`config.mk`:
```
export PLATFORM = sky130hd
export DESIGN_NAME = solenoid_note_timeout_driver
export DESIGN_NICKNAME = d
export VERILOG_FILES = /design/src/rtl/sntd_pkg.sv /design/src/rtl/sntd_ram.sv /design/src/rtl/sntd_cell.sv /design/src/rtl/solenoid_note_timeout_driver.sv
export SDC_FILE = /design/constraint.sdc
export NUM_CORES = 2
export LEC_CHECK = 0
export ABC_AREA = 1
export BUFFER_PORTS_ARGS = -buffer_cell sky130_fd_sc_hd__buf_2
export CORE_MARGIN = 2
export CORE_UTILIZATION = 35
export CTS_CLUSTER_SIZE = 25
export DETAILED_ROUTE_END_ITERATION = 6
export PLACE_DENSITY_LB_ADDON = 0.2
export SYNTH_ARGS = -nofsm -noshare
export SYNTH_HDL_FRONTEND = slang
export SYNTH_HIERARCHICAL = 1
export SYNTH_SLANG_ARGS = --single-unit
```
`constraint.sdc`:
```
create_clock -name clk -period 10.07 [get_ports clk]
set_input_delay 0.5035 -clock clk [delete_from_list [all_inputs] [get_ports clk]]
set_output_delay 0.5035 -clock clk [all_outputs]
set_load 0.05 [all_outputs]
```
`src/rtl/sntd_pkg.sv`:
```
`default_nettype none

package sntd_pkg;

  localparam int CountW = 6;
  localparam int LimitW = 16;
  localparam logic [LimitW-1:0] LimitReset = 16'd100;
  localparam logic [CountW-1:0] CountMax = 6'h3F;

  typedef enum logic [2:0] {
    CMD_TICK  = 3'd0,
    CMD_ON    = 3'd1,
    CMD_OFF   = 3'd2,
    CMD_CLEAR = 3'd3,
    CMD_MAP   = 3'd4,
    CMD_QUERY = 3'd5
  } cmd_e;

  typedef enum logic [1:0] {
    ST_IDLE,
    ST_LOOK,
    ST_COUNT,
    ST_HOLD
  } fsm_e;

  typedef struct packed {
    logic [2:0] command;
    logic [6:0] note;
    logic [5:0] map_value;
  } in_item_t;

  typedef struct packed {
    logic [31:0]       solenoid_bits;
    logic [CountW-1:0] active_count;
    logic              note_active;
    logic              note_mapped;
  } out_item_t;

  // broadcast to every cell
  typedef struct packed {
    logic              apply;
    cmd_e              cmd;
    logic [LimitW-1:0] limit;
  } cell_ctrl_t;

endpackage

`default_nettype wire

```
`src/rtl/sntd_ram.sv`:
```
`default_nettype none

module sntd_ram #(
  parameter int W = 6,
  parameter int D = 128
) (
  input  wire logic                            clk,
  input  wire logic                            we,
  input  wire logic [(D > 1 ? $clog2(D) : 1)-1:0] waddr,
  input  wire logic [W-1:0]                    wdata,
  input  wire logic [(D > 1 ? $clog2(D) : 1)-1:0] raddr,
  output logic      [W-1:0]                    rdata
);

  logic [W-1:0] mem [D];

  always_ff @(posedge clk) begin
    if (we) begin
      mem[waddr] <= wdata;
    end
    rdata <= mem[raddr];
  end

endmodule

`default_nettype wire

```
`src/rtl/sntd_cell.sv`:
```
`default_nettype none

module sntd_cell import sntd_pkg::*; (
  input  wire logic              clk,
  input  wire logic              rst,
  input  wire cell_ctrl_t        ctrl,
  input  wire logic              hit,
  input  wire logic [CountW-1:0] count_in,
  output logic                   on,
  output logic      [CountW-1:0] count_out
);

  logic [LimitW-1:0] elapsed;
  logic [LimitW-1:0] elapsed_next;
  logic [LimitW-1:0] bump;
  logic              on_next;

  // saturating increment
  assign bump = (elapsed == '1) ? elapsed : elapsed + 16'd1;

  always_comb begin
    on_next      = on;
    elapsed_next = elapsed;
    if (ctrl.apply) begin
      unique case (ctrl.cmd)
        CMD_TICK: begin
          if (on) begin
            if (bump >= ctrl.limit) begin
              on_next      = 1'b0;
              elapsed_next = '0;
            end else begin
              elapsed_next = bump;
            end
          end
        end
        CMD_ON: begin
          if (hit) begin
            on_next      = 1'b1;
            elapsed_next = '0;
          end
        end
        CMD_OFF: begin
          if (hit) begin
            on_next      = 1'b0;
            elapsed_next = '0;
          end
        end
        CMD_CLEAR: begin
          on_next      = 1'b0;
          elapsed_next = '0;
        end
        default: begin
        end
      endcase
    end
  end

  always_ff @(posedge clk) begin
    if (rst) begin
      on      <= 1'b0;
      elapsed <= '0;
    end else begin
      on      <= on_next;
      elapsed <= elapsed_next;
    end
  end

  // running count, one cell further each cycle
  always_ff @(posedge clk) begin
    count_out <= (on && count_in != CountMax) ? count_in + 6'd1 : count_in;
  end

endmodule

`default_nettype wire

```
`src/rtl/solenoid_note_timeout_driver.sv`:
```
`default_nettype none

// Channel   Valid      Stall      Payload    Transaction
// input     in_valid   in_stall   in_data    one command item
// output    out_valid  out_stall  out_data   one result per command
// config    cfg_we     -          cfg_data   on-time limit write
//
// An item is accepted in an idle cycle; its map RAM read lands in the next
// cycle, which applies the command to the cells. The FSM then stays in ST_COUNT
// while the active count ripples down the cell row, and the result loads at the
// end of ST_COUNT, or from ST_HOLD once the output is free. in_stall is low
// only when idle; a stalled result waits in the output register while the next
// item runs. Synchronous rst clears out_valid and map valid bits, loads LimitReset.
module solenoid_note_timeout_driver import sntd_pkg::*; #(
  parameter int OUTPUT_COUNT = 32,
  parameter int NOTE_COUNT   = 128
) (
  input  wire logic              clk,
  input  wire logic              rst,
  input  wire logic              in_valid,
  output logic                   in_stall,
  input  wire in_item_t          in_data,
  output logic                   out_valid,
  input  wire logic              out_stall,
  output out_item_t              out_data,
  input  wire logic              cfg_we,
  input  wire logic [LimitW-1:0] cfg_data
);

  localparam int AW = (NOTE_COUNT > 1) ? $clog2(NOTE_COUNT) : 1;
  localparam int CW = $clog2(OUTPUT_COUNT + 1);

  // ---------------------------------------------------------------------
  // configuration
  // ---------------------------------------------------------------------
  logic [LimitW-1:0] limit;

  always_ff @(posedge clk) begin
    if (rst) begin
      limit <= LimitReset;
    end else if (cfg_we) begin
      limit <= cfg_data;
    end
  end

  // ---------------------------------------------------------------------
  // control
  // ---------------------------------------------------------------------
  fsm_e          state;
  fsm_e          state_next;
  logic [CW-1:0] wcnt;
  logic [CW-1:0] wcnt_next;
  logic          accept;
  logic          apply;
  logic          load;
  logic          count_done;
  logic          out_free;

  assign accept     = in_valid && !in_stall;
  assign count_done = (wcnt == CW'(OUTPUT_COUNT));
  assign out_free   = !out_valid || !out_stall;

  always_ff @(posedge clk) begin
    if (rst) begin
      state <= ST_IDLE;
      wcnt  <= '0;
    end else begin
      state <= state_next;
      wcnt  <= wcnt_next;
    end
  end

  always_comb begin
    state_next = state;
    wcnt_next  = wcnt;
    in_stall   = 1'b1;
    apply      = 1'b0;
    load       = 1'b0;
    unique case (state)
      ST_IDLE: begin
        in_stall = 1'b0;
        if (in_valid) begin
          state_next = ST_LOOK;
        end
      end
      ST_LOOK: begin
        // map data is back; update the cells this cycle
        apply      = 1'b1;
        wcnt_next  = '0;
        state_next = ST_COUNT;
      end
      ST_COUNT: begin
        if (count_done) begin
          if (out_free) begin
            load       = 1'b1;
            state_next = ST_IDLE;
          end else begin
            state_next = ST_HOLD;
          end
        end else begin
          wcnt_next = wcnt + CW'(1);
        end
      end
      ST_HOLD: begin
        // count chain is settled and holds while cells stay unchanged
        if (out_free) begin
          load       = 1'b1;
          state_next = ST_IDLE;
        end
      end
      default: begin
        state_next = ST_IDLE;
      end
    endcase
  end

  // ---------------------------------------------------------------------
  // captured item
  // ---------------------------------------------------------------------
  cmd_e       cmd_q;
  logic [6:0] note_q;
  logic [5:0] mval_q;

  always_ff @(posedge clk) begin
    if (accept) begin
      cmd_q  <= cmd_e'(in_data.command);
      note_q <= in_data.note;
      mval_q <= in_data.map_value;
    end
  end

  // ---------------------------------------------------------------------
  // note map: RAM plus one valid bit per entry (reset reads as unmapped)
  // ---------------------------------------------------------------------
  logic [NOTE_COUNT-1:0] map_vld;
  logic [AW-1:0]         addr_q;
  logic [5:0]            rd_data;
  logic                  in_range;
  logic                  map_we;
  logic [5:0]            map_v;
  logic                  look_mapped;

  assign addr_q   = AW'(note_q);
  assign in_range = {2'b00, note_q} < 9'(NOTE_COUNT);
  assign map_we   = apply && (cmd_q == CMD_MAP) && in_range;

  sntd_ram #(
    .W(6),
    .D(NOTE_COUNT)
  ) u_map (
    .clk  (clk),
    .we   (map_we),
    .waddr(addr_q),
    .wdata(mval_q),
    .raddr(AW'(in_data.note)),
    .rdata(rd_data)
  );

  always_ff @(posedge clk) begin
    if (rst) begin
      map_vld <= '0;
    end else if (map_we) begin
      map_vld[addr_q] <= 1'b1;
    end
  end

  assign map_v = (in_range && map_vld[addr_q]) ? rd_data : 6'd0;
  // entries past the last output act as unmapped
  assign look_mapped = (map_v != 6'd0) && ({1'b0, map_v} <= 7'(OUTPUT_COUNT));

  // ---------------------------------------------------------------------
  // cell row
  // ---------------------------------------------------------------------
  cell_ctrl_t              ctrl;
  logic [OUTPUT_COUNT-1:0] hits;
  logic [OUTPUT_COUNT-1:0] on_vec;
  logic [CountW-1:0]       cnt [OUTPUT_COUNT];

  assign ctrl.apply = apply;
  assign ctrl.cmd   = cmd_q;
  assign ctrl.limit = limit;

  for (genvar i = 0; i < OUTPUT_COUNT; i++) begin : g_cell
    logic [CountW-1:0] cin;

    assign hits[i] = look_mapped && ({1'b0, map_v} == 7'(i + 1));

    if (i == 0) begin : g_first
      assign cin = '0;
    end else begin : g_rest
      assign cin = cnt[i-1];
    end

    sntd_cell u_cell (
      .clk      (clk),
      .rst      (rst),
      .ctrl     (ctrl),
      .hit      (hits[i]),
      .count_in (cin),
      .on       (on_vec[i]),
      .count_out(cnt[i])
    );
  end

  // only the first 32 outputs are visible in the bit field
  logic [31:0] bits_vec;

  for (genvar b = 0; b < 32; b++) begin : g_bits
    if (b < OUTPUT_COUNT) begin : g_used
      assign bits_vec[b] = on_vec[b];
    end else begin : g_unused
      assign bits_vec[b] = 1'b0;
    end
  end

  // ---------------------------------------------------------------------
  // per-item flags, taken in the apply cycle
  // ---------------------------------------------------------------------
  logic mapped_res;
  logic active_q;
  logic mapped_q;

  always_comb begin
    case (cmd_q) inside
      CMD_ON, CMD_OFF, CMD_QUERY: mapped_res = look_mapped;
      CMD_MAP: mapped_res = in_range && (mval_q != 6'd0) &&
                            ({1'b0, mval_q} <= 7'(OUTPUT_COUNT));
      default: mapped_res = 1'b0;
    endcase
  end

  always_ff @(posedge clk) begin
    if (apply) begin
      mapped_q <= mapped_res;
      active_q <= (cmd_q == CMD_QUERY) && |(on_vec & hits);
    end
  end

  // ---------------------------------------------------------------------
  // output register
  // ---------------------------------------------------------------------
  always_ff @(posedge clk) begin
    if (rst) begin
      out_valid <= 1'b0;
    end else if (load) begin
      out_valid <= 1'b1;
    end else if (!out_stall) begin
      out_valid <= 1'b0;
    end
  end

  always_ff @(posedge clk) begin
    if (load) begin
      out_data.solenoid_bits <= bits_vec;
      out_data.active_count  <= cnt[OUTPUT_COUNT-1];
      out_data.note_active   <= active_q;
      out_data.note_mapped   <= mapped_q;
    end
  end

endmodule

`default_nettype wire
```
==> flow_metrics.py <==
metrics = {
    "worst_setup_path": {
        "critical_path_class": "flop to flop",
        "path_max_fanout": 69,
        "crit_arrival_ps": 5880,
        "critPathRequiredTime_ps": 10770,
        "crit_path_end_kind": "flop",
        "crit_path_start_kind": "flop",
    },
    "timing": {
        "fin_skew_ps": 105,
        "setup_viol": 0,
        "period_share_pct": 51.4,
        "maxSlewHeadroom_pct": 25.2,
        "hold_viol_final": 0,
        "tns_ps": 0,
        "max_slew.worst_pin.slew_ps": 1120,
        "rsz0062_at_grt": "false",
        "finalMaxSlewViolations": 0,
        "max_freq_mhz": 193,
        "fin_crit_ps": 5180,
    },
    "yosys": {
        "synth_top_area_share_pct": 23.8,
        "synth.avg_cell_area_um2": 7.72,
        "synthArstFlopShare_pct": 0,
        "synth_cell_types": 50,
        "ys_warn_count": 6,
        "post_synth_main_area_contributors": "edfxtp_1, dfxtp_1, nand2_1, ha_1, nand3_1",
        "netlist_instances": 13500,
        "synth-main-ff-cell": "dfxtp_1",
        "synth_top_area_cell": "edfxtp_1",
        "synth-seq-area-share_pct": 40.9,
        "synth_area_um2": 104000,
        "synth_edf_count": 826,
        "ys_ff_latch": 1721,
    },
    "clock_tree": {
        "clock_latency_ps": 910,
        "htree_levels": 4,
        "clockBufferDepth": 4,
        "clock_sinks": 1721,
        "cts_root_buf": "clkbuf_16",
        "cts_tree": "yes",
        "ctsResizeCount": 0,
        "cts_made_buffers": 203,
        "cts.reportedPaths.clkPinSlew_ps": 60,
    },
    "place": {
        "io_buffers": 78,
        "hpwl_um": 195000,
        "gp_congestion": 0.842,
        "dpl_cell_area_um2": 107000,
    },
    "floorplanning": {
        "start_util_pct": 35.2,
        "core-area_um2": 297000,
        "die_area_um2": 303000,
        "die_w_um": 550,
        "pin_count": 79,
        "die_y_um": 550,
        "rows": 200,
    },
    "power": {
        "swShare_pct": 29.7,
        "p_leak_nw": 45.9,
        "seqPwrFrac_pct": 44.4,
        "cellPowerDensity_nw_per_um2": 159,
        "p_switching_mw": 5.40,
        "max-vdd-ir-drop_mv": 0.153,
        "intPower_mw": 12.8,
        "comb_power_share_pct": 14.6,
        "p_clk_share_pct": 40.9,
    },
    "outcome": {
        "outcome": "completed",
    },
    "drt": {
        "wirelength_um": 307000,
        "avgViaCountPerCell": 4.99,
        "remaining_drc_errors": 0,
        "ant_nets": 0,
        "vias": 87600,
        "drt_iter0_markers": 6310,
        "first_pass_iters": 6,
        "wl_per_cell_um": 17.5,
    },
    "cells_and_area": {
        "fin_util_pct": 38.5,
        "layout_common_cells": "nand2_1, inv_1, nand3_1",
        "final_common_cell": "nand2_1",
        "drive_gt1_share_pct": 9.21,
        "regArea_um2": 42800,
        "multi_input_area_um2": 52200,
        "design_area_um2": 114000,
        "syn2layout_area_growth_pct": 9.61,
        "n_fill_cell": 31100,
        "nets": 14100,
    },
    "grt": {
        "grt_start_max_net_pins": 181,
        "grt_overflow": 0,
        "grt_pass1_vias": 82800,
        "track_usage_pct": 19.9,
        "grt_antenna_before_repair": 15,
        "grt_pass1_wl_um": 482000,
    },
    "job": {
        "maxCapViolations": 0,
    },
    "hold_path": {
        "hold_class": "input pin to flop",
    },
}
[state kept, by name, indices dropped and copies added, names as in the netlist, 6 cells and up]
register	cells
map_vld	128
g_cell.u_cell/count_out	192
u_map/mem	768
limit	16
out_data	40
g_cell.u_cell/elapsed	512
g_cell.u_cell/on	32
u_map/rdata	6
addr_q	7
wcnt	6
mval_q	6
[cell type report]
class,instances,area share (%)
flip-flops and latches,1721,37.4
clock inverters,101,0.885
clock buffers,274,4.94
repair buffers,180,1.15
multi-input cells,9640,45.7
inverters,1714,5.64
diodes,4,0.00875
well taps,3939,4.31
[cells by family after synthesis]
group / after synthesis / synth area share [%]
other: 1 / 0.00359
DFF: 1721 / 40.9
and+or+nand+nor: 7585 / 34.4
AOI/OAI and AO/OA: 1138 / 5.86
buffers and inverters: 2169 / 9.12
muxes: 32 / 0.345
xor gates and xnor gates: 290 / 2.44
adders and majority gates: 578 / 6.93
[synth_stat cells (all sizes together), types with 161 or more instances]
library cell and number:
nor2 1366, nand3 1407, ha 578, buf 365, xnor2 161, nand2 3921
a21oi 902, dfxtp 895, o21ai 224, nand4 809, inv 1712, edfxtp 826
[power groups by stage]
stage               Combinational [mW]  Clock (mW)  Sequential [mW]
CTS                               2.67        7.63             8.08
global route                      2.96        7.87             8.11
finish                            2.66        7.44             8.08
global placement                  2.64           0             8.23
detailed placement                2.65           0             8.23
floorplan                         1.65           0             8.27
[worst max-delay path, stage by stage (launching register included)]
cell,delay (ps)
edfxtp_1,400
clkinv_2,710
nand2_1,120
nand3_1,110
nand2_1,60
nor2_1,80
nor2_1,50
nor2_1,140
nand2_1,100
nand2_1,80
nand2_2,100
inv_2,80
nand2_4,150
o21ai_4,240
inv_1,550
nor2_1,510
a21oi_1,80
nand2_1,110
nand3_2,70
nor2_2,660
inv_2,330
nand2_1,150
a21oi_1,70
[through the flow]
step                      setup slack [ps]  hold slack (ps)  power, mW  cells
final                                 4890             92.3       18.2  17600
after global routing                  4420             69.1       18.9  17600
after CTS                             4970             30.8       18.4  17600
after detailed placement              4970              391       10.9  17200
after global placement                4990              387       10.9  17200
after floorplan                       5200              386       9.92  13500
[repair_timing]
item / in CTS / in global routing
endpoints found under the hold margin: 58 / 0
hold buffers: 28 / 0
setup buffers: 0 / 0
[per-layer routing]
layer / vias to the layer above / routed length, um / track usage [%]
li1: 44600 / - / -
met1: 40900 / 145000 / 27.7
met2: 1802 / 140000 / 32.7
met3: 403 / 14500 / 2.35
met4: 6 / 7420 / 5.02
met5: - / 33 / 0
[final timing paths]
path / startpoint / endpoint / slack, ps / cells after the start
hold reg to reg: g_cell[31].u_cell/count_out[3] / out_data[5] / 400 / 0
setup reg to reg: addr_q[0] / g_cell[3].u_cell/elapsed[3] / 4890 / 22
setup / recovery: addr_q[0] / g_cell[3].u_cell/elapsed[3] / 4890 / 22
hold / removal: in_data[7] / addr_q[1] / 90 / 1
Power figures use the tool's default switching activity.
